<file path="src/hdl/datp_pkg.sv">
// ----------------------------------------------------------------------------
// datp_pkg
// Shared types, character codes and status codes of the decimal ARGB parser.
// ----------------------------------------------------------------------------
`default_nettype none

package datp_pkg;

  localparam int POSITION_LIMIT_DEF = 255;

  // character codes
  localparam logic [7:0] CHAR_ZERO  = 8'h30;
  localparam logic [7:0] CHAR_NINE  = 8'h39;
  localparam logic [7:0] CHAR_SPACE = 8'h20;
  localparam logic [7:0] CHAR_TAB   = 8'h09;
  localparam logic [7:0] CHAR_CR    = 8'h0D;
  localparam logic [7:0] CHAR_COMMA = 8'h2C;
  localparam logic [7:0] CHAR_MINUS = 8'h2D;
  localparam logic [7:0] CHAR_PLUS  = 8'h2B;

  // character classes
  localparam logic [2:0] CLS_DIGIT = 3'd0;
  localparam logic [2:0] CLS_SPACE = 3'd1;
  localparam logic [2:0] CLS_SIGN  = 3'd2;
  localparam logic [2:0] CLS_COMMA = 3'd3;
  localparam logic [2:0] CLS_OTHER = 3'd4;

  // result status
  localparam logic [1:0] ST_OK    = 2'd0;
  localparam logic [1:0] ST_RANGE = 2'd1;
  localparam logic [1:0] ST_COMMA = 2'd2;

  typedef struct packed {
    logic       start_req;
    logic [7:0] char_byte;
  } in_word_t;

  typedef struct packed {
    logic [31:0] argb;
    logic [1:0]  status;
    logic [7:0]  consumed_length;
  } out_word_t;

  // classified character handed from front to back
  typedef struct packed {
    logic       start;
    logic [2:0] cls;
    logic [3:0] val;   // digit value, or bit 0 set for a minus sign
  } cls_word_t;

endpackage

`default_nettype wire

</file>
<file path="src/hdl/decimal_argb_text_parser_unit.sv">
// ----------------------------------------------------------------------------
// decimal_argb_text_parser_unit
// Parses four comma-separated decimal numbers from a character stream into a
// packed ARGB word.
//
//   channel   ports                       direction   word
//   input     in_push in_full in_data     in          start_req, char_byte
//   result    out_pop out_empty out_data  out         argb, status, length
//
// One character per cycle is taken; a character is classified on entry, waits
// in a four-entry queue and is parsed from the head of that queue.
// A result is visible on out_data in the cycle after its closing character is
// parsed and waits in a two-entry result queue.
// The parser stalls only while both result entries are taken; the input then
// stalls once the character queue has filled. Synchronous reset empties both
// queues and leaves the parser idle until a start character.
// ----------------------------------------------------------------------------
`default_nettype none

module decimal_argb_text_parser_unit #(
  parameter int POSITION_LIMIT = datp_pkg::POSITION_LIMIT_DEF
) (
  input  wire logic                clk,
  input  wire logic                rst_n,
  input  wire logic                in_push,
  input  wire datp_pkg::in_word_t  in_data,
  output logic                     in_full,
  input  wire logic                out_pop,
  output datp_pkg::out_word_t      out_data,
  output logic                     out_empty
);

  import datp_pkg::*;

  localparam int CLS_W = $bits(cls_word_t);
  localparam int RES_W = $bits(out_word_t);

  logic      cq_full, cq_empty, cq_wr, cq_rd;
  cls_word_t cq_wdata, cq_rdata;
  logic      rq_full, rq_wr;
  out_word_t rq_wdata;

  datp_front u_front (
    .in_push (in_push),
    .in_data (in_data),
    .in_full (in_full),
    .q_full  (cq_full),
    .q_wr    (cq_wr),
    .q_data  (cq_wdata)
  );

  datp_fifo #(
    .WIDTH (CLS_W),
    .DEPTH (4)
  ) u_cls_q (
    .clk     (clk),
    .rst_n   (rst_n),
    .wr_en   (cq_wr),
    .wr_data (cq_wdata),
    .full    (cq_full),
    .rd_en   (cq_rd),
    .rd_data (cq_rdata),
    .empty   (cq_empty)
  );

  datp_back #(
    .POSITION_LIMIT (POSITION_LIMIT)
  ) u_back (
    .clk      (clk),
    .rst_n    (rst_n),
    .q_empty  (cq_empty),
    .q_data   (cq_rdata),
    .q_rd     (cq_rd),
    .res_full (rq_full),
    .res_wr   (rq_wr),
    .res_data (rq_wdata)
  );

  datp_fifo #(
    .WIDTH (RES_W),
    .DEPTH (2)
  ) u_res_q (
    .clk     (clk),
    .rst_n   (rst_n),
    .wr_en   (rq_wr),
    .wr_data (rq_wdata),
    .full    (rq_full),
    .rd_en   (out_pop),
    .rd_data (out_data),
    .empty   (out_empty)
  );

endmodule

`default_nettype wire

</file>
<file path="src/hdl/datp_fifo.sv">
// ----------------------------------------------------------------------------
// datp_fifo
// Small register-based queue with a combinational head read.
// ----------------------------------------------------------------------------
`default_nettype none

module datp_fifo #(
  parameter int WIDTH = 8,
  parameter int DEPTH = 4
) (
  input  wire logic             clk,
  input  wire logic             rst_n,
  input  wire logic             wr_en,
  input  wire logic [WIDTH-1:0] wr_data,
  output logic                  full,
  input  wire logic             rd_en,
  output logic [WIDTH-1:0]      rd_data,
  output logic                  empty
);

  localparam int AW = (DEPTH > 1) ? $clog2(DEPTH) : 1;
  localparam int CW = $clog2(DEPTH + 1);

  logic [WIDTH-1:0] mem_r [DEPTH];
  logic [AW-1:0]    wr_ptr_r, wr_ptr_nxt;
  logic [AW-1:0]    rd_ptr_r, rd_ptr_nxt;
  logic [CW-1:0]    count_r, count_nxt;
  logic             do_wr, do_rd;

  assign full    = (count_r == CW'(DEPTH));
  assign empty   = (count_r == '0);
  assign rd_data = mem_r[rd_ptr_r];
  assign do_wr   = wr_en && !full;
  assign do_rd   = rd_en && !empty;

  always_comb begin
    wr_ptr_nxt = wr_ptr_r;
    rd_ptr_nxt = rd_ptr_r;
    count_nxt  = count_r;
    if (do_wr) begin
      wr_ptr_nxt = (wr_ptr_r == AW'(DEPTH - 1)) ? '0 : wr_ptr_r + 1'b1;
    end
    if (do_rd) begin
      rd_ptr_nxt = (rd_ptr_r == AW'(DEPTH - 1)) ? '0 : rd_ptr_r + 1'b1;
    end
    if (do_wr && !do_rd) begin
      count_nxt = count_r + 1'b1;
    end else if (do_rd && !do_wr) begin
      count_nxt = count_r - 1'b1;
    end
  end

  always_ff @(posedge clk) begin
    if (!rst_n) begin
      wr_ptr_r <= '0;
      rd_ptr_r <= '0;
      count_r  <= '0;
    end else begin
      wr_ptr_r <= wr_ptr_nxt;
      rd_ptr_r <= rd_ptr_nxt;
      count_r  <= count_nxt;
    end
  end

  always_ff @(posedge clk) begin
    if (do_wr) begin
      mem_r[wr_ptr_r] <= wr_data;
    end
  end

endmodule

`default_nettype wire

</file>
<file path="src/hdl/datp_front.sv">
// ----------------------------------------------------------------------------
// datp_front
// Accepts input words and sorts each character into a class for the back end.
// ----------------------------------------------------------------------------
`default_nettype none

module datp_front (
  input  wire logic               in_push,
  input  wire datp_pkg::in_word_t in_data,
  output logic                    in_full,
  input  wire logic               q_full,
  output logic                    q_wr,
  output datp_pkg::cls_word_t     q_data
);

  import datp_pkg::*;

  logic [7:0] c;

  assign c       = in_data.char_byte;
  assign in_full = q_full;
  assign q_wr    = in_push && !q_full;

  always_comb begin
    q_data.start = in_data.start_req;
    q_data.val   = '0;
    if (c >= CHAR_ZERO && c <= CHAR_NINE) begin
      q_data.cls = CLS_DIGIT;
      q_data.val = 4'(c - CHAR_ZERO);
    end else if (c == CHAR_SPACE || (c >= CHAR_TAB && c <= CHAR_CR)) begin
      q_data.cls = CLS_SPACE;
    end else if (c == CHAR_MINUS || c == CHAR_PLUS) begin
      q_data.cls = CLS_SIGN;
      q_data.val = {3'b000, c == CHAR_MINUS};
    end else if (c == CHAR_COMMA) begin
      q_data.cls = CLS_COMMA;
    end else begin
      q_data.cls = CLS_OTHER;
    end
  end

endmodule

`default_nettype wire

</file>
<file path="src/hdl/datp_back.sv">
// ----------------------------------------------------------------------------
// datp_back
// Parse state: accumulates numbers, packs fields and issues the result word.
// ----------------------------------------------------------------------------
`default_nettype none

module datp_back #(
  parameter int POSITION_LIMIT = datp_pkg::POSITION_LIMIT_DEF
) (
  input  wire logic                clk,
  input  wire logic                rst_n,
  input  wire logic                q_empty,
  input  wire datp_pkg::cls_word_t q_data,
  output logic                     q_rd,
  input  wire logic                res_full,
  output logic                     res_wr,
  output datp_pkg::out_word_t      res_data
);

  import datp_pkg::*;

  localparam int PW = $clog2(POSITION_LIMIT + 1);

  logic          active_r, active_nxt;
  logic          in_digits_r, in_digits_nxt;
  logic [1:0]    field_r, field_nxt;
  logic          neg_r, neg_nxt;
  logic [8:0]    acc_r, acc_nxt;
  logic [23:0]   packed_r, packed_nxt;
  logic [PW-1:0] pos_r, pos_nxt;

  // values after a start marker has been applied
  logic          act_e, dig_e, neg_e;
  logic [1:0]    field_e;
  logic [8:0]    acc_e;
  logic [23:0]   packed_e;
  logic [PW-1:0] pos_e, pos_inc;
  logic [11:0]   acc_mac;
  logic [16:0]   pos_ext;

  assign q_rd = !q_empty && !res_full;

  always_comb begin
    act_e    = active_r;
    dig_e    = in_digits_r;
    neg_e    = neg_r;
    field_e  = field_r;
    acc_e    = acc_r;
    packed_e = packed_r;
    pos_e    = pos_r;
    if (q_data.start) begin
      act_e    = 1'b1;
      dig_e    = 1'b0;
      neg_e    = 1'b0;
      field_e  = '0;
      acc_e    = '0;
      packed_e = '0;
      pos_e    = '0;
    end
  end

  assign acc_mac = 12'(acc_e) * 12'd10 + 12'(q_data.val);
  assign pos_inc = (pos_e < PW'(POSITION_LIMIT)) ? pos_e + 1'b1 : pos_e;
  assign pos_ext = {{(17 - PW){1'b0}}, pos_e};

  always_comb begin
    active_nxt    = active_r;
    in_digits_nxt = in_digits_r;
    neg_nxt       = neg_r;
    field_nxt     = field_r;
    acc_nxt       = acc_r;
    packed_nxt    = packed_r;
    pos_nxt       = pos_r;
    res_wr        = 1'b0;
    res_data.argb            = '0;
    res_data.status          = ST_OK;
    res_data.consumed_length = '0;
    if (q_rd) begin
      active_nxt    = act_e;
      in_digits_nxt = dig_e;
      neg_nxt       = neg_e;
      field_nxt     = field_e;
      acc_nxt       = acc_e;
      packed_nxt    = packed_e;
      pos_nxt       = pos_e;
      if (act_e) begin
        if (q_data.cls == CLS_DIGIT) begin
          acc_nxt       = (acc_mac > 12'd256) ? 9'd256 : acc_mac[8:0];
          in_digits_nxt = 1'b1;
          pos_nxt       = pos_inc;
        end else if (!dig_e && q_data.cls == CLS_SPACE) begin
          pos_nxt = pos_inc;
        end else if (!dig_e && q_data.cls == CLS_SIGN) begin
          neg_nxt       = q_data.val[0];
          in_digits_nxt = 1'b1;
          pos_nxt       = pos_inc;
        end else if (acc_e > 9'd255 || (neg_e && acc_e != '0)) begin
          res_wr          = 1'b1;
          res_data.status = ST_RANGE;
          active_nxt      = 1'b0;
        end else if (field_e == 2'd3) begin
          res_wr                   = 1'b1;
          res_data.argb            = {packed_e, acc_e[7:0]};
          res_data.consumed_length = (pos_ext > 17'd255) ? 8'hFF : pos_ext[7:0];
          active_nxt               = 1'b0;
        end else if (q_data.cls != CLS_COMMA) begin
          res_wr          = 1'b1;
          res_data.status = ST_COMMA;
          active_nxt      = 1'b0;
        end else begin
          // field done, start the next number
          packed_nxt    = {packed_e[15:0], acc_e[7:0]};
          field_nxt     = field_e + 1'b1;
          pos_nxt       = pos_inc;
          in_digits_nxt = 1'b0;
          neg_nxt       = 1'b0;
          acc_nxt       = '0;
        end
      end
    end
  end

  always_ff @(posedge clk) begin
    if (!rst_n) begin
      active_r    <= 1'b0;
      in_digits_r <= 1'b0;
      neg_r       <= 1'b0;
      field_r     <= '0;
      acc_r       <= '0;
      packed_r    <= '0;
      pos_r       <= '0;
    end else begin
      active_r    <= active_nxt;
      in_digits_r <= in_digits_nxt;
      neg_r       <= neg_nxt;
      field_r     <= field_nxt;
      acc_r       <= acc_nxt;
      packed_r    <= packed_nxt;
      pos_r       <= pos_nxt;
    end
  end

endmodule

`default_nettype wire

</file>
<file path="config.mk">
export PLATFORM = sky130hd
export DESIGN_NAME = decimal_argb_text_parser_unit
export DESIGN_NICKNAME = d
export VERILOG_FILES = /design/src/hdl/datp_pkg.sv /design/src/hdl/decimal_argb_text_parser_unit.sv /design/src/hdl/datp_fifo.sv /design/src/hdl/datp_front.sv /design/src/hdl/datp_back.sv
export SDC_FILE = /design/constraint.sdc
export NUM_CORES = 1
export LEC_CHECK = 0
export ABC_AREA = 1
export BUFFER_PORTS_ARGS = -buffer_cell sky130_fd_sc_hd__clkbuf_2
export CAP_MARGIN = 5
export CORE_MARGIN = 2
export CORE_UTILIZATION = 40
export CTS_CLUSTER_DIAMETER = 200
export DETAILED_ROUTE_END_ITERATION = 10
export HOLD_SLACK_MARGIN = 0.05
export SYNTH_ARGS = -nofsm -noshare
export SYNTH_HDL_FRONTEND = slang
export SYNTH_HIERARCHICAL = 1
export SYNTH_SLANG_ARGS = --single-unit
</file>
<file path="constraint.sdc">
create_clock -name clk -period 5.5 [get_ports clk]
set_input_delay 0.825 -clock clk [delete_from_list [all_inputs] [get_ports clk]]
set_output_delay 0.825 -clock clk [all_outputs]
set_load 0.01 [all_outputs]
</file>
# Word level (Yosys, flattened, before mapping)
# Memory sizes are Yosys's and may differ from the RTL's. A register that Yosys moved wholly into a read port is not among the register bits.
# Cells that the tools add are included.
[classes]
n_mux = 101
multipliers = 1
order_cmp = 8
n_shift = 0
div_mod_pow = 0
bitwise_logic = 0
reduce_logical = 33
n_addsub = 12
n_eq_ne = 12
[ops]
columns = ["operator", "n"]
rows = [
  ["two-way mux 42 bit", 5],
  ["two-way mux 24 bit", 8],
  ["two-way mux 8 bit", 12],
  ["two-way mux 9 bit", 9],
  ["two-way mux 32 bit", 2],
  ["two-way mux 1 bit", 41],
  ["two-way mux 2 bit", 17],
  ["== test 8 x 6 -> 1 bit (second input constant)", 4],
  ["logical AND 1 bit", 15],
  ["two-way mux 3 bit", 5],
  ["adder 12 x 4 -> 12 bit", 1],
  ["> comparator 12 x 9 -> 1 bit (second input constant)", 1],
  ["multiplier 9 x 3 -> 11 bit (second input constant)", 1],
  ["> comparator 9 x 8 -> 1 bit (second input constant)", 1],
  ["zero test 1 bit", 9],
  ["nonzero test 9 bit", 1],
  ["adder 2 x 1 -> 2 bit (second input constant)", 4],
  ["adder 8 x 1 -> 8 bit (second input constant)", 1],
  ["== test 2 bit (second input constant)", 4],
  ["greater-or-equal comparator 8 x 4 -> 1 bit (second input constant)", 1],
  ["greater-or-equal comparator 8 x 6 -> 1 bit (second input constant)", 1],
  ["> comparator 8 bit (second input constant)", 1],
  ["<= comparator 8 x 4 -> 1 bit (second input constant)", 1],
  ["<= comparator 8 x 6 -> 1 bit (second input constant)", 1],
  ["16 further kinds", 21],
]
[totals]
regBits = 57
ramBits = 116
romBits = 0
output_inout_bits = 44
wordCells = 182
memories = 2
latchBits = 0
input_bits = 13
[memory_table]
columns = ["memory", "depth", "word_bits", "read_ports", "rd_clocked_by_memory_dff", "write_ports", "line", "text"]
rows = [
  ["u_res_q.mem_r", 2, 42, 1, 1, 1, "datp_fifo.sv:24", "logic [WIDTH-1:0] mem_r [DEPTH];"],
  ["u_cls_q.mem_r", 4, 8, 1, 1, 1, "datp_fifo.sv:24", ""],
]

# Longest topological paths before layout
# Gate-level depths: netlist (run 1).
[depth]
ltp_word = 15
mapped_depth = 27
mapped_depth_nobuf = 26

# By module
# Netlist (run 1), hierarchy kept.
[by_module_without_submodules]
columns = ["mod", "n_inst", "area_per_inst_um2", "cells_per_inst", "seq_area_each_um2"]
rows = [
  ["datp_back", 1, 3910.0, 626, 920.9],
  ["datp_fifo (u_res_q)", 1, 3482.1, 169, 2622.5],
  ["datp_fifo (u_cls_q)", 1, 1692.9, 148, 1141.1],
  ["datp_front", 1, 211.5, 43, 0.0],
]

# Least setup slack after synthesis (run 1)
# OpenSTA, ideal clock, no wires.
[synth_path]
path_kind = "reg2reg"
start = "register (tool-made name)"
end = "memory u_res_q/mem_r[0][0] in the netlist's numbering, enable pin"
n_path_buf = 4
path_stages_with_launch = 16
period_less_slack_ns = 4.375
t_required_ns = 5.059
setup_slack_ns = 1.125
setup_time_ns = 0.441
arrival_ns = 3.934
cell_sequence = "dfxtp_1 -> inv_2 -> buf_6 -> nor2_1 -> o22ai_1 -> buf_6 -> clkbuf_1 -> nor2_1 -> ha_1 -> nor2_1 -> nand2_4 -> nand2_2 -> buf_6 -> nor2_1 -> o21ai_2 -> nor2_1"
[synth_rtl]
columns = ["item", "line"]
rows = [
  ["end: declaration", "datp_fifo.sv:24"],
]

==> results.sh, run 1 <==
export IMPL_status="finished clean"
export IMPL_critPathBufInv=6
export IMPL_slew_viol_final=0
export IMPL_synth_top_flop_cell="edfxtp_1"
export IMPL_synth_most_common_cell="nor2_1"
export IMPL_fp_dieH_um=156
export IMPL_ir_worst_vdd_mv=0.255
export IMPL_grt_max_degree=43
export IMPL_endpoint_kind="flop"
export IMPL_synth_xor_area_share=0.00565
export IMPL_hp_class="reg -> reg"
export IMPL_dp_cells=1295
export IMPL_min_period_over_period=0.797
export IMPL_synth_top_area_frac=0.375
export IMPL_wire_per_inst_um=14.3
export IMPL_async_reset_ff_frac=0
export IMPL_crit_top_cell="nand2_1"
export IMPL_clk_pin_slew_ns=0.07
export IMPL_period_needed_ns=4.38
export IMPL_postCtsSetupBuffers=0
export IMPL_synth_top_family_by_area="simple AND/OR/NAND/NOR gates"
export IMPL_synth_area_um2=9300
export IMPL_finalNonFillerCells=1327
export IMPL_start_kind="flop"
export IMPL_clockBufferDepth=2
export IMPL_nNetsFinal=1063
export IMPL_grt_pass1_vias=6461
export IMPL_global_route_usage_total=0.163
export IMPL_wirelength_um=18900
export IMPL_tightestPinTransition_ns=0.823
export IMPL_cts_sinks=176
export IMPL_slowest_stage="dfxtp_1"
export IMPL_synth_area_mux_share=0.0670
export IMPL_slowest_delay_ns=0.66
export IMPL_htree_levels=4
export IMPL_io_pin_count=57
export IMPL_cp_required_ns=5.86
export IMPL_yosys_warnings=6
export IMPL_start_util=0.409
export IMPL_crit_fanout=33
export IMPL_antenna_found_initial=0
export IMPL_leakage_uw=0.00417
export IMPL_antenna_cells=0
export IMPL_place_hpwl_um=13100
export IMPL_path_delay_family="simple AND/OR/NAND/NOR gates"
export IMPL_p_per_area_nw_per_um2=530
export IMPL_cts_resized=0
export IMPL_grt_first_pass_wirelength_um=31800
export IMPL_synth_edff_count=116
export IMPL_ant_nets=0
export IMPL_final_hold_violation_count=0
export IMPL_relSlewSlack=0.451
export IMPL_synth_compound_area_share=0.104
export IMPL_synth_area_per_cell_um2=9.43
export IMPL_yosysUniqueCellTypes=49
export IMPL_maxCapViolations=0
export IMPL_ys_top_cells_by_area="edfxtp_1 37%, dfxtp_1 13%, mux2_4 6.5%, nor2_1 6.3%, nand2_1 5.5%"
export IMPL_dieArea_um2=24500
export IMPL_worstSetupPathType="reg -> reg"
export IMPL_drtIter0Drc=413
export IMPL_final_util=0.453
export IMPL_place_congestion=0.841
export IMPL_syn_nets=1020
export IMPL_firstDrtPassIters=5
export IMPL_synth_top_area_cell="edfxtp_1"
export IMPL_via_per_inst=5.13
export IMPL_vias=6806
export IMPL_cts_root_buf="clkbuf_16"
export IMPL_area_delta_synth_final_pct=10.6
export IMPL_rsz0062_at_grt="false"
export IMPL_tritoncts="built"
export IMPL_yosysSeqAreaShare=0.504
export IMPL_drive_gt1_frac=0.192
export IMPL_port_buffers=56
export IMPL_num_rows=55
export IMPL_finalSetupTns_ns=0
export IMPL_synthCells=986
export IMPL_holdBufCountCts=0
export IMPL_max_freq_mhz=228
export IMPL_route_detailed_drc=0
export IMPL_die_w_um=156
export IMPL_crit_arrival_ns=4.75
export IMPL_cp_cell_sequence="inv_2 > o21ai_0 > o22ai_2 > inv_2 > nand2_2 > inv_1 > nor2_1 > nor2_1 > ha_1 > inv_1 > fa_1 > inv_1 > nand2_1 > nand2_1 > nand3b_1 > nand2_1 > nand2_1 > nand2_1 > inv_2 > nand3_1 > nand2_1 > nor2_4 > nand3_1 > a21oi_1"
export IMPL_core_area_um2=22700
export IMPL_synthSimpleGateAreaFrac=0.201
export IMPL_synth_fa_ha_area_frac=0.0299
export IMPL_overflow=0
export IMPL_fin_skew_ns=0.0121
export IMPL_clk_latency_ns=0.44
export IMPL_cts_buffers=17
export IMPL_yosys_register_bits=176
export IMPL_synthTopCellsByCount="155 x nor2_1, 137 x nand2_1, 117 x inv_1"
export IMPL_setup_violations=0
layout by cell type, fill, tap and decap left out, drive strengths merged:
| master | count |
|---|---|
| nor2 | 170 |
| nand2 | 157 |
| inv | 133 |
| edfxtp | 116 |
| clkbuf | 73 |
| o21ai | 67 |
| a21oi | 64 |
| dfxtp | 60 |
| nand3 | 54 |
| mux2 | 42 |
| ha | 19 |
| a31oi | 12 |
| nor3 | 10 |
| o211ai | 10 |
| nand4 | 9 |
| o22ai | 9 |
| clkinv | 8 |
| buf | 6 |
| xor2 | 5 |
| nand3b | 4 |
| o221ai | 3 |
| fa | 2 |
| a221oi | 2 |
| bufinv | 1 |
| nor4 | 1 |
| or2 | 1 |
| a21boi | 1 |
| o21a | 1 |
| nor3b | 1 |
| xnor2 | 1 |
flip-flops by register name, summed over array words and instances (netlist names), named ones only:
register            cells
u_res_q/rd_ptr_r        1
u_back/in_digits_r      1
u_cls_q/rd_ptr_r        2
u_back/neg_r            1
u_back/active_r         1
u_res_q/count_r         2
u_cls_q/wr_ptr_r        2
u_res_q/mem_r          84
u_res_q/wr_ptr_r        1
u_back/pos_r            8
u_cls_q/mem_r          32
u_back/field_r          2
u_cls_q/count_r         3
u_back/packed_r        24
u_back/acc_r            9
worst paths after layout:
check	from	endpoint	slack [ns]	cells past startpoint
setup / recovery	flop	u_back/acc_r[4]	1.12	24
hold reg to reg	u_back/packed_r[16]	u_back/packed_r[16]	0.47	2
setup reg to reg	flop	u_back/acc_r[4]	1.12	24
hold / removal	u_back/packed_r[16]	u_back/packed_r[16]	0.47	2
through the flow:
stage / power [uW] / cell area [um^2] / hold slack [ns] / setup WS, ns
floorplan: 3760 / 9300 / 0.445 / 1.13
global placement: 4210 / 9650 / 0.454 / 1.26
detailed placement: 4240 / 9650 / 0.457 / 1.13
CTS: 5490 / 10300 / 0.468 / 1.12
global route: 5850 / 10300 / 0.488 / 0.459
finish: 5450 / 10300 / 0.467 / 1.12
layer usage:
layer / up-vias / routed length, um / global-route usage
met5: - / 0 / 0
met4: 0 / 331 / 0.0537
met3: 28 / 894 / 0.0330
met2: 158 / 8960 / 0.270
met1: 3220 / 8760 / 0.216
li1: 3400 / - / -
worst min-delay path: stages, from the launching register on:
cell and delay (ns):
dfxtp_1 0.31, nand2_1 0.06, a21oi_1 0.05
final cells by class:
class                      instances  area, um^2
clock buffer                      17         425
clock inverter                    15         205
fill                            2171       12400
inverter                         127         479
multi-input combinational        645        3800
sequential                       176        4690
tap                              285         357
timing repair buffer              62         325
kinds of logic after synthesis:
kind of cell    count (synthesis)
xor+xnor                        6
compound gates                169
mux                            42
flops                         176
fa+ha+maj                      21
buf+inv                       165
simple gates                  407
power breakdown:
part           switching, uW  internal [uW]
clock network            583            663
logic                   1480            798
registers                139           1790
(Power assumes the default switching activity.)
==> inputs of run 2 (changes only) <==
- clock period: 5.5 -> 4.48 ns (I/O delays scaled with it)
==> run 2 against run 1 <==
Against the previous run: worst hold slack worse by 0.0012 ns; first-iteration DRC count is 26% higher; count of clock-buffer cells in the layout is 2 higher; register-to-register slack worse by 0.47 ns; utilization is 0.16 points higher; power is 23% higher; sequential cell count stayed put.
==> results.sh, run 2 (synthesis results as in run 1) <==
export IMPL_status="finished clean"
export IMPL_antenna_cells=0
export IMPL_nNetsFinal=1071
export IMPL_cp_cell_sequence="inv_2 > o21ai_0 > o22ai_2 > buf_4 > nor2_1 > nor2_1 > nor2_1 > inv_1 > fa_1 > inv_1 > nand2_1 > nand2_1 > nand3b_1 > nand3_1 > nand2_1 > inv_2 > nand2_1 > nand3_1 > nand2_1 > nor2_4 > nand3_1 > a21oi_1"
export IMPL_maxCapViolations=0
export IMPL_layout_common_cells="153 x nor2_1, 137 x nand2_1, 117 x inv_1"
export IMPL_leakage_uw=0.00418
export IMPL_place_hpwl_um=13000
export IMPL_via_per_inst=5.04
export IMPL_critPathBufInv=5
export IMPL_route_detailed_drc=0
export IMPL_hp_class="reg -> reg"
export IMPL_rsz0062_at_grt="false"
export IMPL_crit_fanout=17
export IMPL_die_w_um=156
export IMPL_port_buffers=56
export IMPL_slew_viol_final=0
export IMPL_area_delta_synth_final_pct=11.0
export IMPL_slowest_stage="dfxtp_2"
export IMPL_ir_worst_vdd_mv=0.312
export IMPL_grt_max_degree=43
export IMPL_clockBufferDepth=2
export IMPL_largest_reg_flops=84
export IMPL_cts_sinks=176
export IMPL_final_common_cell="nor2_1"
export IMPL_path_delay_family="simple AND/OR/NAND/NOR gates"
export IMPL_drtIter0Drc=521
export IMPL_slowest_delay_ns=0.50
export IMPL_grt_first_pass_wirelength_um=31400
export IMPL_vias=6730
export IMPL_setup_violations=0
export IMPL_min_period_over_period=0.855
export IMPL_relSlewSlack=0.410
export IMPL_place_congestion=0.794
export IMPL_antenna_found_initial=0
export IMPL_firstDrtPassIters=7
export IMPL_io_pin_count=57
export IMPL_cts_buffers=17
export IMPL_crit_arrival_ns=4.20
export IMPL_fp_dieH_um=156
export IMPL_overflow=0
export IMPL_global_route_usage_total=0.162
export IMPL_largestRegisters="u_res_q/mem_r x84, u_cls_q/mem_r x32, u_back/packed_r x24"
export IMPL_clk_pin_slew_ns=0.07
export IMPL_fin_skew_ns=0.00954
export IMPL_final_util=0.454
export IMPL_worstSetupPathType="reg -> reg"
export IMPL_start_util=0.409
export IMPL_dieArea_um2=24500
export IMPL_ant_nets=0
export IMPL_crit_top_cell="nand2_1"
export IMPL_p_per_area_nw_per_um2=649
export IMPL_cts_root_buf="clkbuf_16"
export IMPL_max_freq_mhz=261
export IMPL_drive_gt1_frac=0.197
export IMPL_tightestPinTransition_ns=0.885
export IMPL_htree_levels=4
export IMPL_wirelength_um=19000
export IMPL_endpoint_kind="flop"
export IMPL_wire_per_inst_um=14.3
export IMPL_tritoncts="built"
export IMPL_cp_required_ns=4.85
export IMPL_core_area_um2=22700
export IMPL_start_kind="flop"
export IMPL_finalSetupTns_ns=0
export IMPL_finalPower_uw=6700
export IMPL_num_rows=55
export IMPL_period_needed_ns=3.83
export IMPL_max_flop_register="u_res_q/mem_r"
export IMPL_clk_latency_ns=0.43
export IMPL_final_hold_violation_count=0
export IMPL_hold_start="u_back/packed_r[2]"
export IMPL_grt_pass1_vias=6348
==> run 2: path summary, 6_finish.rpt <==
path,end,cells after the start,slack [ns]
hold / removal,u_back/packed_r[2],2,0.47
hold reg to reg,u_back/packed_r[2],2,0.47
setup reg to reg,u_back/acc_r[7],22,0.65
setup / recovery,u_back/acc_r[7],22,0.65
==> run 2: stage by stage <==
| step | cell area [um^2] | worst slack [ns] | hold slack (ns) | std cells |
|---|---|---|---|---|
| floorplan | 9300 | 0.105 | 0.445 | 986 |
| finish | 10300 | 0.648 | 0.465 | 1335 |
| global route | 10300 | 0.159 | 0.475 | 1335 |
| CTS | 10300 | 0.437 | 0.463 | 1335 |
| detailed placement | 9740 | 0.446 | 0.455 | 1303 |
| global placement | 9740 | 0.596 | 0.452 | 1303 |
==> run 2: worst reg2reg max path, delay by kind of cell, from the launching register on <==
family	cells	cell delay [ns]
flip-flops	1	0.50
AO/OA/AOI/OAI	3	0.59
buffers and inverters	5	0.69
AND/OR/NAND/NOR	13	1.55
adder cells (fa/ha/maj)	1	0.45
==> run 2: power by group <==
| group | internal, uW | switching, uW | total (uW) |
|---|---|---|---|
| Clock | 790 | 670 | 1460 |
| Combinational | 1040 | 1800 | 2840 |
| Sequential | 2200 | 199 | 2400 |
==> run 2: area by class of cell <==
class | instances | area [um^2]
Multi-Input combinational cell | 645 | 3800
Sequential cell | 176 | 4690
Timing Repair Buffer | 70 | 410
Clock buffer | 19 | 433
Tap cell | 285 | 357
Fill cell | 2178 | 12400
Clock inverter | 13 | 148
Inverter | 127 | 479
==> run 2: what timing repair did <==
item,4_1_cts,5_1_grt
setup endpoints to repair,0,8
hold buffers,0,0
gates resized for setup,0,1
setup buffers,0,0
==> run 2: metal layers <==
metal / track usage / vias up / part of all wire
met5: 0 / - / 0
met4: 0.0516 / 0 / 0.017
met3: 0.0343 / 25 / 0.040
met2: 0.263 / 152 / 0.46
met1: 0.215 / 3129 / 0.48
li1: - / 3424 / -
==> inputs of run 3 (changes only) <==
- RECOVER_POWER: unset -> 50
==> run 3 against run 2 <==
Against the previous run: sequential cell count unchanged; global-route usage unchanged; wire length increased by 0.89%; the run now ends with capacitance limit, slew limit left; maximum frequency fell by 0.72%; cell area shrank 1.9%; count of clock-buffer cells in the layout unchanged; via count about the same; sequential share of layout area increased by 0.86 points.
==> results.sh, run 3 (synthesis results as in run 1) <==
export IMPL_period_needed_ns=3.86
export IMPL_antenna_found_initial=0
export IMPL_htree_levels=4
export IMPL_final_hold_violation_count=0
export IMPL_grt_first_pass_wirelength_um=31400
export IMPL_worstSetupPathType="reg -> reg"
export IMPL_largest_reg_flops=84
export IMPL_antenna_cells=0
export IMPL_intPower_uw=3870
export IMPL_cts_resized=0
export IMPL_ir_worst_vdd_mv=0.303
export IMPL_grt_pass1_vias=6348
export IMPL_grt_max_degree=43
export IMPL_clockBufferDepth=2
export IMPL_rsz0062_at_grt="false"
export IMPL_slew_viol_final=39
export IMPL_postCtsSetupBuffers=0
export IMPL_final_area_um2=10100
export IMPL_max_flop_register="u_res_q/mem_r"
export IMPL_tritoncts="built"
export IMPL_hold_depth=2
export IMPL_layout_common_cells="157 x nor2_1, 140 x nand2_1, 119 x inv_1"
export IMPL_leakage_uw=0.00403
export IMPL_die_w_um=156
export IMPL_ant_nets=0
export IMPL_num_rows=55
export IMPL_cts_root_buf="clkbuf_16"
export IMPL_hp_class="reg -> reg"
export IMPL_hold_path_end="u_back/packed_r[2]"
export IMPL_grtUsageMet1=0.215
export IMPL_fp_dieH_um=156
export IMPL_drive_gt1_frac=0.144
export IMPL_core_area_um2=22700
export IMPL_final_util=0.446
export IMPL_tightestPinTransition_ns=1.71
export IMPL_wire_per_inst_um=14.4
export IMPL_clk_pin_slew_ns=0.07
export IMPL_crit_arrival_ns=4.22
export IMPL_rrSetupSlack_ns=0.62
export IMPL_final_common_cell="nor2_1"
export IMPL_nNetsFinal=1071
export IMPL_fin_skew_ns=0.00914
export IMPL_cts_buffers=17
export IMPL_place_congestion=0.794
export IMPL_hold_start="u_back/packed_r[2]"
export IMPL_met2_usage=0.263
export IMPL_start_util=0.409
export IMPL_firstDrtPassIters=5
export IMPL_r2r_end="u_back/acc_r[7]"
export IMPL_crit_fanout=17
export IMPL_maxCapViolations=1
export IMPL_p_per_area_nw_per_um2=643
export IMPL_overflow=0
export IMPL_regArea_um2=4690
export IMPL_cp_required_ns=4.84
export IMPL_finalPower_uw=6510
export IMPL_relSlewSlack=-0.137
export IMPL_route_detailed_drc=0
export IMPL_via_per_inst=5.04
export IMPL_fillerInstances=2221
export IMPL_endpoint_kind="flop"
export IMPL_rr_worst_depth=22
export IMPL_clk_latency_ns=0.43
export IMPL_vias=6724
export IMPL_setup_violations=0
export IMPL_p_sw_frac=0.406
export IMPL_dieArea_um2=24500
export IMPL_placed_cell_area_um2=9740
export IMPL_start_kind="flop"
export IMPL_area_delta_synth_final_pct=8.90
export IMPL_port_buffers=56
export IMPL_cts_sinks=176
export IMPL_drtIter0Drc=514
export IMPL_busiest_layer="met2"
export IMPL_violations="capacitance limit, slew limit"
export IMPL_p_switching_uw=2650
export IMPL_largestRegisters="u_res_q/mem_r x84, u_cls_q/mem_r x32, u_back/packed_r x24"
export IMPL_use_met3=0.0343
export IMPL_p_clk_frac=0.224
export IMPL_status="complete, but fails checks"
export IMPL_wirelength_um=19200
export IMPL_global_route_usage_total=0.162
export IMPL_seqPwrFrac=0.365
export IMPL_multi_input_area_um2=3630
export IMPL_max_freq_mhz=259
export IMPL_holdBufCountCts=0
export IMPL_min_period_over_period=0.862
export IMPL_io_pin_count=57
export IMPL_finalSetupTns_ns=0
export IMPL_p_comb_frac=0.410
export IMPL_place_hpwl_um=13000
[run 3: through the flow]
step / cells / hold slack, ns / setup slack (ns)
CTS: 1335 / 0.463 / 0.437
floorplan: 986 / 0.445 / 0.105
detailed placement: 1303 / 0.455 / 0.446
global placement: 1303 / 0.452 / 0.596
global route: 1335 / 0.488 / 0.155
finish: 1335 / 0.466 / 0.620
[run 3: routing by layer]
layer | up-vias | share of wire
li1 | 3426 | -
met1 | 3118 | 0.48
met2 | 159 | 0.46
met3 | 21 | 0.044
met4 | 0 | 0.017
met5 | - | 0
[run 3: final cells by class]
| type | count | area share |
|---|---|---|
| clock buffers | 19 | 0.0428 |
| repair buffers | 70 | 0.0388 |
| well taps | 285 | 0.0352 |
| multi-input cells | 645 | 0.358 |
| inverters | 127 | 0.0473 |
| clock inverters | 13 | 0.0146 |
| flip-flops and latches | 176 | 0.463 |
[run 3: worst max-delay path by stage]
stage,from,to
after floorplan,flop,u_res_q/mem_r[0][0]
after global placement,flop,u_back/acc_r[7]
after detailed placement,flop,u_back/acc_r[6]
after CTS,flop,u_back/acc_r[6]
after global routing,flop,u_back/acc_r[3]
final,flop,u_back/acc_r[7]
[run 3: power groups by stage]
stage	combinational [uW]	sequential [uW]	clock, uW
6_report	2670	2380	1460
5_1_grt	3000	2430	1570
4_1_cts	2850	2400	1490
3_5_place_dp	2840	2430	0
3_3_place_gp	2830	2410	0
2_1_floorplan	2260	2360	0
[run 3: critical path, stage by stage (launching register included)]
cell	delay [ns]
dfxtp_2	0.50
inv_2	0.19
o21ai_0	0.23
o22ai_2	0.23
buf_4	0.28
nor2_1	0.29
nor2_1	0.09
nor2_1	0.16
inv_1	0.08
fa_1	0.45
inv_1	0.07
nand2_1	0.07
nand2_1	0.11
nand3b_1	0.10
nand3_1	0.08
nand2_1	0.08
inv_2	0.07
nand2_1	0.05
nand3_1	0.07
nand2_1	0.10
nor2_4	0.23
nand3_1	0.12
a21oi_1	0.13
